<file path="src/rtl/i2cra_pkg.sv">
package i2cra_pkg;

	// One bus phase tick coming in
	typedef struct packed {
		logic [1:0]  kind;
		logic [6:0]  slave_addr;
		logic [15:0] reg_addr;
		logic [7:0]  write_value;
		logic        sda_in;
	} i2cra_in_t;

	// Line levels and status for the same tick
	typedef struct packed {
		logic       scl;
		logic       sda_level;
		logic       sda_enable;
		logic       busy_res;
		logic       done_res;
		logic       status;
		logic [7:0] read_data;
	} i2cra_out_t;

	// One entry of a command program: bus segment and byte source
	typedef struct packed {
		logic [2:0] seg;
		logic [2:0] sel;
	} i2cra_entry_t;

	localparam logic [1:0] KIND_NONE  = 2'd0;
	localparam logic [1:0] KIND_PROBE = 2'd1;
	localparam logic [1:0] KIND_WRITE = 2'd2;
	localparam logic [1:0] KIND_READ  = 2'd3;

	localparam logic [2:0] SEG_START = 3'd0;
	localparam logic [2:0] SEG_WRITE = 3'd1;
	localparam logic [2:0] SEG_ACK   = 3'd2;
	localparam logic [2:0] SEG_READ  = 3'd3;
	localparam logic [2:0] SEG_NACK  = 3'd4;
	localparam logic [2:0] SEG_STOP  = 3'd5;

	localparam logic [2:0] SEL_ADDR_WR = 3'd0;
	localparam logic [2:0] SEL_REG_HI  = 3'd1;
	localparam logic [2:0] SEL_REG_LO  = 3'd2;
	localparam logic [2:0] SEL_DATA    = 3'd3;
	localparam logic [2:0] SEL_ADDR_RD = 3'd4;

	localparam logic [1:0] PROG_PROBE = 2'd0;
	localparam logic [1:0] PROG_WRITE = 2'd1;
	localparam logic [1:0] PROG_READ  = 2'd2;

	localparam logic [2:0]  ADDR_ACK_TIMEOUT = 3'd0;
	localparam logic [15:0] ACK_TIMEOUT_RST  = 16'd100;

	function automatic i2cra_entry_t mk_entry(input logic [2:0] seg, input logic [2:0] sel);
		i2cra_entry_t e;
		e.seg = seg;
		e.sel = sel;
		return e;
	endfunction

	// Index of the final (stop) entry of each program
	function automatic logic [3:0] prog_last(input logic [1:0] prog);
		logic [3:0] r;
		unique case (prog)
			PROG_PROBE: r = 4'd3;
			PROG_WRITE: r = 4'd9;
			default:    r = 4'd12;
		endcase
		return r;
	endfunction

	function automatic i2cra_entry_t prog_entry(input logic [1:0] prog, input logic [3:0] pc);
		i2cra_entry_t e;
		e = mk_entry(SEG_START, SEL_ADDR_WR);
		unique case (prog)
			PROG_PROBE: begin
				case (pc)
					4'd1:    e = mk_entry(SEG_WRITE, SEL_ADDR_WR);
					4'd2:    e = mk_entry(SEG_ACK, SEL_ADDR_WR);
					4'd3:    e = mk_entry(SEG_STOP, SEL_ADDR_WR);
					default: e = mk_entry(SEG_START, SEL_ADDR_WR);
				endcase
			end
			PROG_WRITE: begin
				case (pc)
					4'd1:                e = mk_entry(SEG_WRITE, SEL_ADDR_WR);
					4'd3:                e = mk_entry(SEG_WRITE, SEL_REG_HI);
					4'd5:                e = mk_entry(SEG_WRITE, SEL_REG_LO);
					4'd7:                e = mk_entry(SEG_WRITE, SEL_DATA);
					4'd2, 4'd4, 4'd6, 4'd8: e = mk_entry(SEG_ACK, SEL_ADDR_WR);
					4'd9:                e = mk_entry(SEG_STOP, SEL_ADDR_WR);
					default:             e = mk_entry(SEG_START, SEL_ADDR_WR);
				endcase
			end
			default: begin
				case (pc)
					4'd1:                e = mk_entry(SEG_WRITE, SEL_ADDR_WR);
					4'd3:                e = mk_entry(SEG_WRITE, SEL_REG_HI);
					4'd5:                e = mk_entry(SEG_WRITE, SEL_REG_LO);
					4'd8:                e = mk_entry(SEG_WRITE, SEL_ADDR_RD);
					4'd2, 4'd4, 4'd6, 4'd9: e = mk_entry(SEG_ACK, SEL_ADDR_WR);
					4'd10:               e = mk_entry(SEG_READ, SEL_ADDR_WR);
					4'd11:               e = mk_entry(SEG_NACK, SEL_ADDR_WR);
					4'd12:               e = mk_entry(SEG_STOP, SEL_ADDR_WR);
					default:             e = mk_entry(SEG_START, SEL_ADDR_WR);
				endcase
			end
		endcase
		return e;
	endfunction

endpackage

</file>
<file path="src/rtl/i2cra_seq.sv">
module i2cra_seq (
	input  logic                  clk,
	input  logic                  arst_n,
	input  logic                  fire,
	input  i2cra_pkg::i2cra_in_t  item,
	input  logic [15:0]           ack_timeout,
	output i2cra_pkg::i2cra_out_t res
);
	import i2cra_pkg::*;

	logic [4:0]  step_q, n_step;
	logic [1:0]  phase_q, n_phase;
	logic [2:0]  bit_q, n_bit;
	logic [2:0]  byte_q, n_byte;
	logic [7:0]  shift_q, n_shift;
	logic [15:0] wait_q, n_wait;
	logic [1:0]  hkind_q, n_hkind;
	logic [6:0]  hslave_q, n_hslave;
	logic [15:0] hreg_q, n_hreg;
	logic [7:0]  hval_q, n_hval;
	logic [7:0]  cap_q, n_cap;
	logic        scl_q, n_scl;
	logic        sda_q, n_sda;
	logic        oe_q, n_oe;
	logic        status_q, n_status;
	logic        n_done;

	always_comb begin
		logic [1:0]   prog;
		logic [4:0]   pc;
		logic [3:0]   last;
		i2cra_entry_t ent;
		logic [7:0]   pick;

		n_step   = step_q;
		n_phase  = phase_q;
		n_bit    = bit_q;
		n_byte   = byte_q;
		n_shift  = shift_q;
		n_wait   = wait_q;
		n_hkind  = hkind_q;
		n_hslave = hslave_q;
		n_hreg   = hreg_q;
		n_hval   = hval_q;
		n_cap    = cap_q;
		n_scl    = scl_q;
		n_sda    = sda_q;
		n_oe     = oe_q;
		n_status = status_q;
		n_done   = 1'b0;

		// take a command only when idle; the sequencer starts on the same tick
		if (step_q == 5'd0 && item.kind != KIND_NONE) begin
			n_hkind  = item.kind;
			n_hslave = item.slave_addr;
			n_hreg   = item.reg_addr;
			n_hval   = item.write_value;
			n_status = 1'b0;
			n_step   = 5'd1;
			n_phase  = 2'd0;
			n_bit    = 3'd0;
		end

		prog = (n_hkind == KIND_NONE) ? PROG_PROBE : n_hkind - 2'd1;
		last = prog_last(prog);
		pc   = n_step - 5'd1;
		if (pc > {1'b0, last})
			pc = {1'b0, last};
		ent = prog_entry(prog, pc[3:0]);

		case (ent.sel)
			SEL_ADDR_WR: pick = {n_hslave, 1'b0};
			SEL_REG_HI:  pick = n_hreg[15:8];
			SEL_REG_LO:  pick = n_hreg[7:0];
			SEL_DATA:    pick = n_hval;
			default:     pick = {n_hslave, 1'b1};
		endcase

		if (n_step != 5'd0) begin
			unique case (ent.seg)
				SEG_START: begin
					case (n_phase)
						2'd0: n_phase = 2'd1;
						2'd1: begin
							n_oe = 1'b1; n_sda = 1'b1; n_scl = 1'b1; n_phase = 2'd2;
						end
						2'd2: begin
							n_sda = 1'b0; n_phase = 2'd3;
						end
						default: begin
							n_scl = 1'b0; n_step = n_step + 5'd1; n_phase = 2'd0; n_bit = 3'd0;
						end
					endcase
				end
				SEG_WRITE: begin
					case (n_phase)
						2'd0: begin
							n_byte = ent.sel; n_shift = pick; n_bit = 3'd0; n_phase = 2'd1;
						end
						2'd1: begin
							n_oe = 1'b1; n_sda = n_shift[7]; n_phase = 2'd2;
						end
						2'd2: begin
							n_scl = 1'b1; n_phase = 2'd3;
						end
						default: begin
							n_scl = 1'b0;
							if (n_bit == 3'd7) begin
								n_sda = 1'b1; n_step = n_step + 5'd1; n_phase = 2'd0; n_bit = 3'd0;
							end else begin
								n_shift = {n_shift[6:0], 1'b0}; n_bit = n_bit + 3'd1; n_phase = 2'd1;
							end
						end
					endcase
				end
				SEG_ACK: begin
					case (n_phase)
						2'd0: n_phase = 2'd1;
						2'd1: begin
							n_scl = 1'b1; n_wait = ack_timeout; n_phase = 2'd2;
						end
						2'd2: begin
							n_oe = 1'b0;
							if (n_wait == 16'd0) begin
								n_status = 1'b1; n_phase = 2'd3;
							end else if (!item.sda_in) begin
								n_phase = 2'd3;
							end else begin
								n_wait = n_wait - 16'd1;
							end
						end
						default: begin
							n_scl = 1'b0;
							// missing acknowledge: jump to the stop entry
							if (n_status)
								n_step = {1'b0, last} + 5'd1;
							else
								n_step = n_step + 5'd1;
							n_phase = 2'd0;
							n_bit   = 3'd0;
						end
					endcase
				end
				SEG_READ: begin
					case (n_phase)
						2'd0: begin
							n_shift = 8'd0; n_bit = 3'd0; n_phase = 2'd1;
						end
						2'd1: begin
							n_oe = 1'b0; n_scl = 1'b1; n_phase = 2'd2;
						end
						2'd2: begin
							n_shift = {n_shift[6:0], item.sda_in}; n_phase = 2'd3;
						end
						default: begin
							n_scl = 1'b0;
							if (n_bit == 3'd7) begin
								n_cap = n_shift; n_step = n_step + 5'd1; n_phase = 2'd0; n_bit = 3'd0;
							end else begin
								n_bit = n_bit + 3'd1; n_phase = 2'd1;
							end
						end
					endcase
				end
				SEG_NACK: begin
					case (n_phase)
						2'd0: n_phase = 2'd1;
						2'd1: begin
							n_oe = 1'b1; n_sda = 1'b1; n_phase = 2'd2;
						end
						2'd2: begin
							n_scl = 1'b1; n_phase = 2'd3;
						end
						default: begin
							n_scl = 1'b0; n_step = n_step + 5'd1; n_phase = 2'd0; n_bit = 3'd0;
						end
					endcase
				end
				default: begin
					case (n_phase)
						2'd0: n_phase = 2'd1;
						2'd1: begin
							n_oe = 1'b1; n_sda = 1'b0; n_phase = 2'd2;
						end
						2'd2: begin
							n_scl = 1'b1; n_phase = 2'd3;
						end
						default: begin
							n_sda = 1'b1; n_done = 1'b1;
							n_step = 5'd0; n_phase = 2'd0; n_bit = 3'd0;
						end
					endcase
				end
			endcase
		end
	end

	always_ff @(posedge clk or negedge arst_n) begin
		if (!arst_n) begin
			step_q   <= 5'd0;
			phase_q  <= 2'd0;
			bit_q    <= 3'd0;
			byte_q   <= 3'd0;
			shift_q  <= 8'd0;
			wait_q   <= 16'd0;
			hkind_q  <= KIND_NONE;
			hslave_q <= 7'd0;
			hreg_q   <= 16'd0;
			hval_q   <= 8'd0;
			cap_q    <= 8'd0;
			scl_q    <= 1'b1;
			sda_q    <= 1'b1;
			oe_q     <= 1'b1;
			status_q <= 1'b0;
		end else if (fire) begin
			step_q   <= n_step;
			phase_q  <= n_phase;
			bit_q    <= n_bit;
			byte_q   <= n_byte;
			shift_q  <= n_shift;
			wait_q   <= n_wait;
			hkind_q  <= n_hkind;
			hslave_q <= n_hslave;
			hreg_q   <= n_hreg;
			hval_q   <= n_hval;
			cap_q    <= n_cap;
			scl_q    <= n_scl;
			sda_q    <= n_sda;
			oe_q     <= n_oe;
			status_q <= n_status;
		end
	end

	always_comb begin
		res.scl        = n_scl;
		res.sda_level  = n_sda;
		res.sda_enable = n_oe;
		res.busy_res   = (n_step != 5'd0);
		res.done_res   = n_done;
		res.status     = n_status;
		res.read_data  = n_cap;
	end

endmodule

</file>
<file path="src/rtl/i2c_master_register_access_core.sv">
// An accepted input transfer passes through the input register, then the
// sequencer step into the output register, before its result transfer.
// Throughput: one tick per cycle while the result side does not stall.
// Reset (arst_n low, asynchronous): sequencer idle, SCL/SDA released high with
// SDA driven, status and read data cleared, ack_timeout back to 100.
module i2c_master_register_access_core (
	input  logic                  clk,
	input  logic                  arst_n,
	input  logic                  in_valid,
	output logic                  in_stall,
	input  i2cra_pkg::i2cra_in_t  in_data,
	output logic                  out_valid,
	input  logic                  out_stall,
	output i2cra_pkg::i2cra_out_t out_data,
	input  logic                  psel,
	input  logic                  penable,
	input  logic                  pwrite,
	input  logic [2:0]            paddr,
	input  logic [31:0]           pwdata,
	output logic [31:0]           prdata,
	output logic                  pready
);
	import i2cra_pkg::*;

	logic        s1_valid_q;
	i2cra_in_t   item_s1;
	logic        out_valid_q;
	i2cra_out_t  out_s2;
	i2cra_out_t  res;
	logic        adv;
	logic [15:0] ack_timeout_q;
	logic        reg_hit;

	// Configuration: one register, word aligned; the low two address bits are ignored.
	assign pready  = 1'b1;
	assign reg_hit = ({paddr[2], 2'b00} == ADDR_ACK_TIMEOUT);
	assign prdata  = reg_hit ? {16'd0, ack_timeout_q} : 32'd0;

	always_ff @(posedge clk or negedge arst_n) begin
		if (!arst_n)
			ack_timeout_q <= ACK_TIMEOUT_RST;
		else if (psel && penable && pwrite && pready && reg_hit)
			ack_timeout_q <= pwdata[15:0];
	end

	// Step the sequencer whenever the input register holds a tick and the
	// output register is empty or being drained this cycle.
	assign adv      = s1_valid_q && (!out_valid_q || !out_stall);
	// Stall the source only when the held tick cannot move on.
	assign in_stall = s1_valid_q && !adv;

	always_ff @(posedge clk or negedge arst_n) begin
		if (!arst_n)
			s1_valid_q <= 1'b0;
		else if (!in_stall)
			s1_valid_q <= in_valid;
	end

	always_ff @(posedge clk) begin
		if (in_valid && !in_stall)
			item_s1 <= in_data;
	end

	i2cra_seq u_seq (
		.clk         (clk),
		.arst_n      (arst_n),
		.fire        (adv),
		.item        (item_s1),
		.ack_timeout (ack_timeout_q),
		.res         (res)
	);

	// Output register: load on a step, drop valid once the result transfer completes.
	always_ff @(posedge clk or negedge arst_n) begin
		if (!arst_n)
			out_valid_q <= 1'b0;
		else if (adv)
			out_valid_q <= 1'b1;
		else if (!out_stall)
			out_valid_q <= 1'b0;
	end

	always_ff @(posedge clk) begin
		if (adv)
			out_s2 <= res;
	end

	assign out_valid = out_valid_q;
	assign out_data  = out_s2;

endmodule

</file>
<file path="config.mk">
export PLATFORM = sky130hd
export DESIGN_NAME = i2c_master_register_access_core
export DESIGN_NICKNAME = d
export VERILOG_FILES = /design/src/rtl/i2cra_pkg.sv /design/src/rtl/i2cra_seq.sv /design/src/rtl/i2c_master_register_access_core.sv
export SDC_FILE = /design/constraint.sdc
export NUM_CORES = 1
export LEC_CHECK = 0
export BUFFER_PORTS_ARGS = -buffer_cell sky130_fd_sc_hd__buf_4
export CAP_MARGIN = 20
export CORE_AREA = 2 2 180 94
export CTS_CLUSTER_SIZE = 14
export DETAILED_ROUTE_END_ITERATION = 6
export DIE_AREA = 0 0 182 96
export HOLD_SLACK_MARGIN = 0.02
export PLACE_DENSITY_LB_ADDON = 0.2
export SYNTH_ARGS = -nofsm -noshare
export SYNTH_HDL_FRONTEND = slang
export SYNTH_SLANG_ARGS = --single-unit
</file>
<file path="constraint.sdc">
create_clock -name clk -period 5.8 [get_ports clk]
set_clock_uncertainty 0.15 [all_clocks]
set_input_delay 0.87 -clock clk [delete_from_list [all_inputs] [get_ports clk]]
set_output_delay 0.87 -clock clk [all_outputs]
set_load 0.1 [all_outputs]
</file>
==> results_dict.tcl <==
set metrics [dict create \
    avgViaCountPerCell 5.97 \
    drt-initial-drc-count 891 \
    synth_top_cell_area_share_pct 28.2 \
    grt_remaining_overflow 0 \
    dpl_cell_area_sq_um 9090 \
    synth_edf_count 48 \
    slew_headroom_pct 39.7 \
    ys_ff_latch 145 \
    netlist_area_sq_um 8060 \
    stdcell_area_sq_um 9740 \
    worst_pin_slew_ps 899 \
    grt_max_degree 59 \
    first_pass_iters 6 \
    startpoint "u_seq.step_q[2]" \
    nFillCells 1276 \
    antenna_cells 0 \
    cpPeakStageDelay_ps 450 \
    syn_inst 736 \
    grtUsageTotal_pct 25.3 \
    final_cell_mix "133 x buf_4, 91 x dfrtp_1, 56 x mux2_2" \
    synthArstFlopShare_pct 66.9 \
    io_pins 125 \
    drc 0 \
    r2r_setup_slack_ps 200 \
    cts_made_buffers 17 \
    synth_top_cell_by_area "dfrtp_1" \
    rsz0062_at_grt "true" \
    path_max_fanout 9 \
    worstPathCellList "or3_4 > or3_1 > a32o_2 > clkinv_4 > ha_1 > and4b_1 > a211oi_2 > o21ai_2 > nand2_1 > o21a_1 > inv_1 > ha_1 > inv_1 > a221o_1 > o32ai_1 > a221oi_2 > o31ai_2 > buf_4 > a211oi_1 > a2111oi_1 > buf_4 > o21ai_1 > o2111ai_1" \
    synth_cell_type_count 73 \
    root_buffer "clkbuf_16" \
    setup-violations-final 0 \
    status "finished clean" \
    hold_ws_ps 268 \
    seq_area_frac_synth_pct 48.1 \
    io_buffers 89 \
    required_ps 5780 \
    hold_class "primary input to asynchronous set/reset pin" \
    drv_slew 0 \
    areaGrowthSynthToFinish_pct 20.8 \
    vias 6403 \
    hold_viol_final 0 \
    fp-row-count 33 \
    drive_gt1_share_pct 30.8 \
    die_h_um 96 \
    tns_ps 0 \
    crit_type "flip-flop to flip-flop" \
    clk_latency_ps 430 \
    core-area_sq_um 15900 \
    timing.fmax_ghz 0.179 \
    postRouteAntennaNets 0 \
    ys_warn_count 0 \
    netlist_top_cells_area "dfrtp_1 28%, edfxtp_1 18%, mux2_2 7.8%" \
    start_kind "flip-flop" \
    cts_hold_buf 0 \
    htree_levels 4 \
    clkTransAtPathRegs_ps 70 \
    worst_path_max_delay_cell "or3_4" \
    drt_wl_total_um 21400 \
    synth_flop_cell "dfrtp_1" \
    post_drt_wl_per_cell_um 19.9 \
    utilization_pct 61.1 \
    grt_pass1_wl_um 33700 \
    endpoint_kind "flip-flop" \
    syn_area_per_cell_sq_um 11.0 \
    gp_congestion 0.927 \
    maxCapViolCount 0 \
    place_hpwl_um 15200 \
    cts_buffer_depth 2 \
    finalCritPeriodShare_pct 96.5 \
    nets 942 \
    die_area_sq_um 17500 \
    antenna_found_initial 0 \
    first_global_vias 6108 \
    cts_tree "yes" \
    clock_sinks 145 \
    mostFrequentLayoutCell "buf_4" \
    r2r-start "u_seq.step_q[2]" \
    start_util_pct 50.6 \
    period_needed_ps 5600 \
    die_x_um 182 \
    arrival_ps 5580 \
]
-- critical path: cells and delay by family (launching register included) --
| kind | cells | cell delay, ps |
|---|---|---|
| and+or+nand+nor | 4 | 1150 |
| buffers and inverters | 5 | 630 |
| AOI/OAI and AO/OA | 12 | 2460 |
| DFF | 1 | 380 |
| adders and majority gates | 2 | 510 |
-- stage by stage --
step,worst slack [ps],instances
after floorplan,5.66,751
after global placement,50.7,1038
after detailed placement,-99.3,1038
after CTS,75.9,1070
after global routing,-34.3,1073
final,204,1073
-- final cells by class --
class / instances / area (sq um) / area share, %
clock buffers: 18 / 429 / 4.41
clock inverters: 14 / 130 / 1.34
inverters: 23 / 91.3 / 0.938
multi-input cells: 529 / 3930 / 40.4
flip-flops and latches: 145 / 3880 / 39.8
well taps: 210 / 263 / 2.70
repair buffers: 134 / 1020 / 10.5
-- logic make-up (layout without fill, tap and decap cells) --
group                    after synthesis  in the layout  synth area share [%]
AO/OA/AOI/OAI                        189            189                  16.2
AND/OR/NAND/NOR                      186            186                  11.9
flip-flops                           145            145                  48.1
multiplexers                         119            119                  16.3
buffers and inverters                 77            189                  4.78
adder cells (fa/ha/maj)               16             16                  2.48
other                                  2             17                0.0931
XOR/XNOR                               2              2                 0.217
-- state kept, by name (all words and copies together), names as in the netlist, 2 cells and up --
register	count
u_seq.hkind_q	2
u_seq.bit_q	3
u_seq.cap_q	8
u_seq.hreg_q	16
u_seq.step_q	5
u_seq.phase_q	2
u_seq.shift_q	8
u_seq.hslave_q	7
u_seq.hval_q	8
ack_timeout_q	16
out_data	14
u_seq.wait_q	16
item_s1	34
-- metal layers --
layer,part of all wire (%),track usage (%),vias up
met2,40,34.2,295
met3,9.4,7.79,27
met1,50,38.8,3118
met5,0.20,2.00,-
met4,0.93,6.05,2
li1,-,-,2961
-- worst paths after layout --
check | endpoint | cells past startpoint
max | out_data[10] | 23
min | u_seq.hval_q[6] | 1
max reg2reg | out_data[10] | 23
min reg2reg | u_seq.hval_q[7] | 1
max in group asynchronous | u_seq.step_q[1] | 2
min in group clk | u_seq.hval_q[7] | 1
-- cell usage after synthesis (all sizes together), types with 6 or more instances --
cell type	n
dfrtp	91
mux2	73
nand2	52
edfxtp	48
o21ai	47
mux2i	46
nor2	39
a21oi	38
buf	27
clkbuf	27
nand3	24
inv	22
o22ai	19
nor2b	17
ha	16
nor3	12
a211oi	10
nor3b	8
and2	7
nand2b	7
o2bb2ai	7
a2111oi	6
and3	6
dfstp	6
o21a	6
-- repair_timing --
action / CTS / global route
buffers inserted: 0 / 3
setup endpoints to repair: 17 / 47
resized for setup: 4 / 13
gates cloned: 0 / 0
pin swaps: 0 / 2
Power is left out: the tool's default activity adds up to more than one toggle a clock period on the data nets, which glitch-free logic cannot reach.
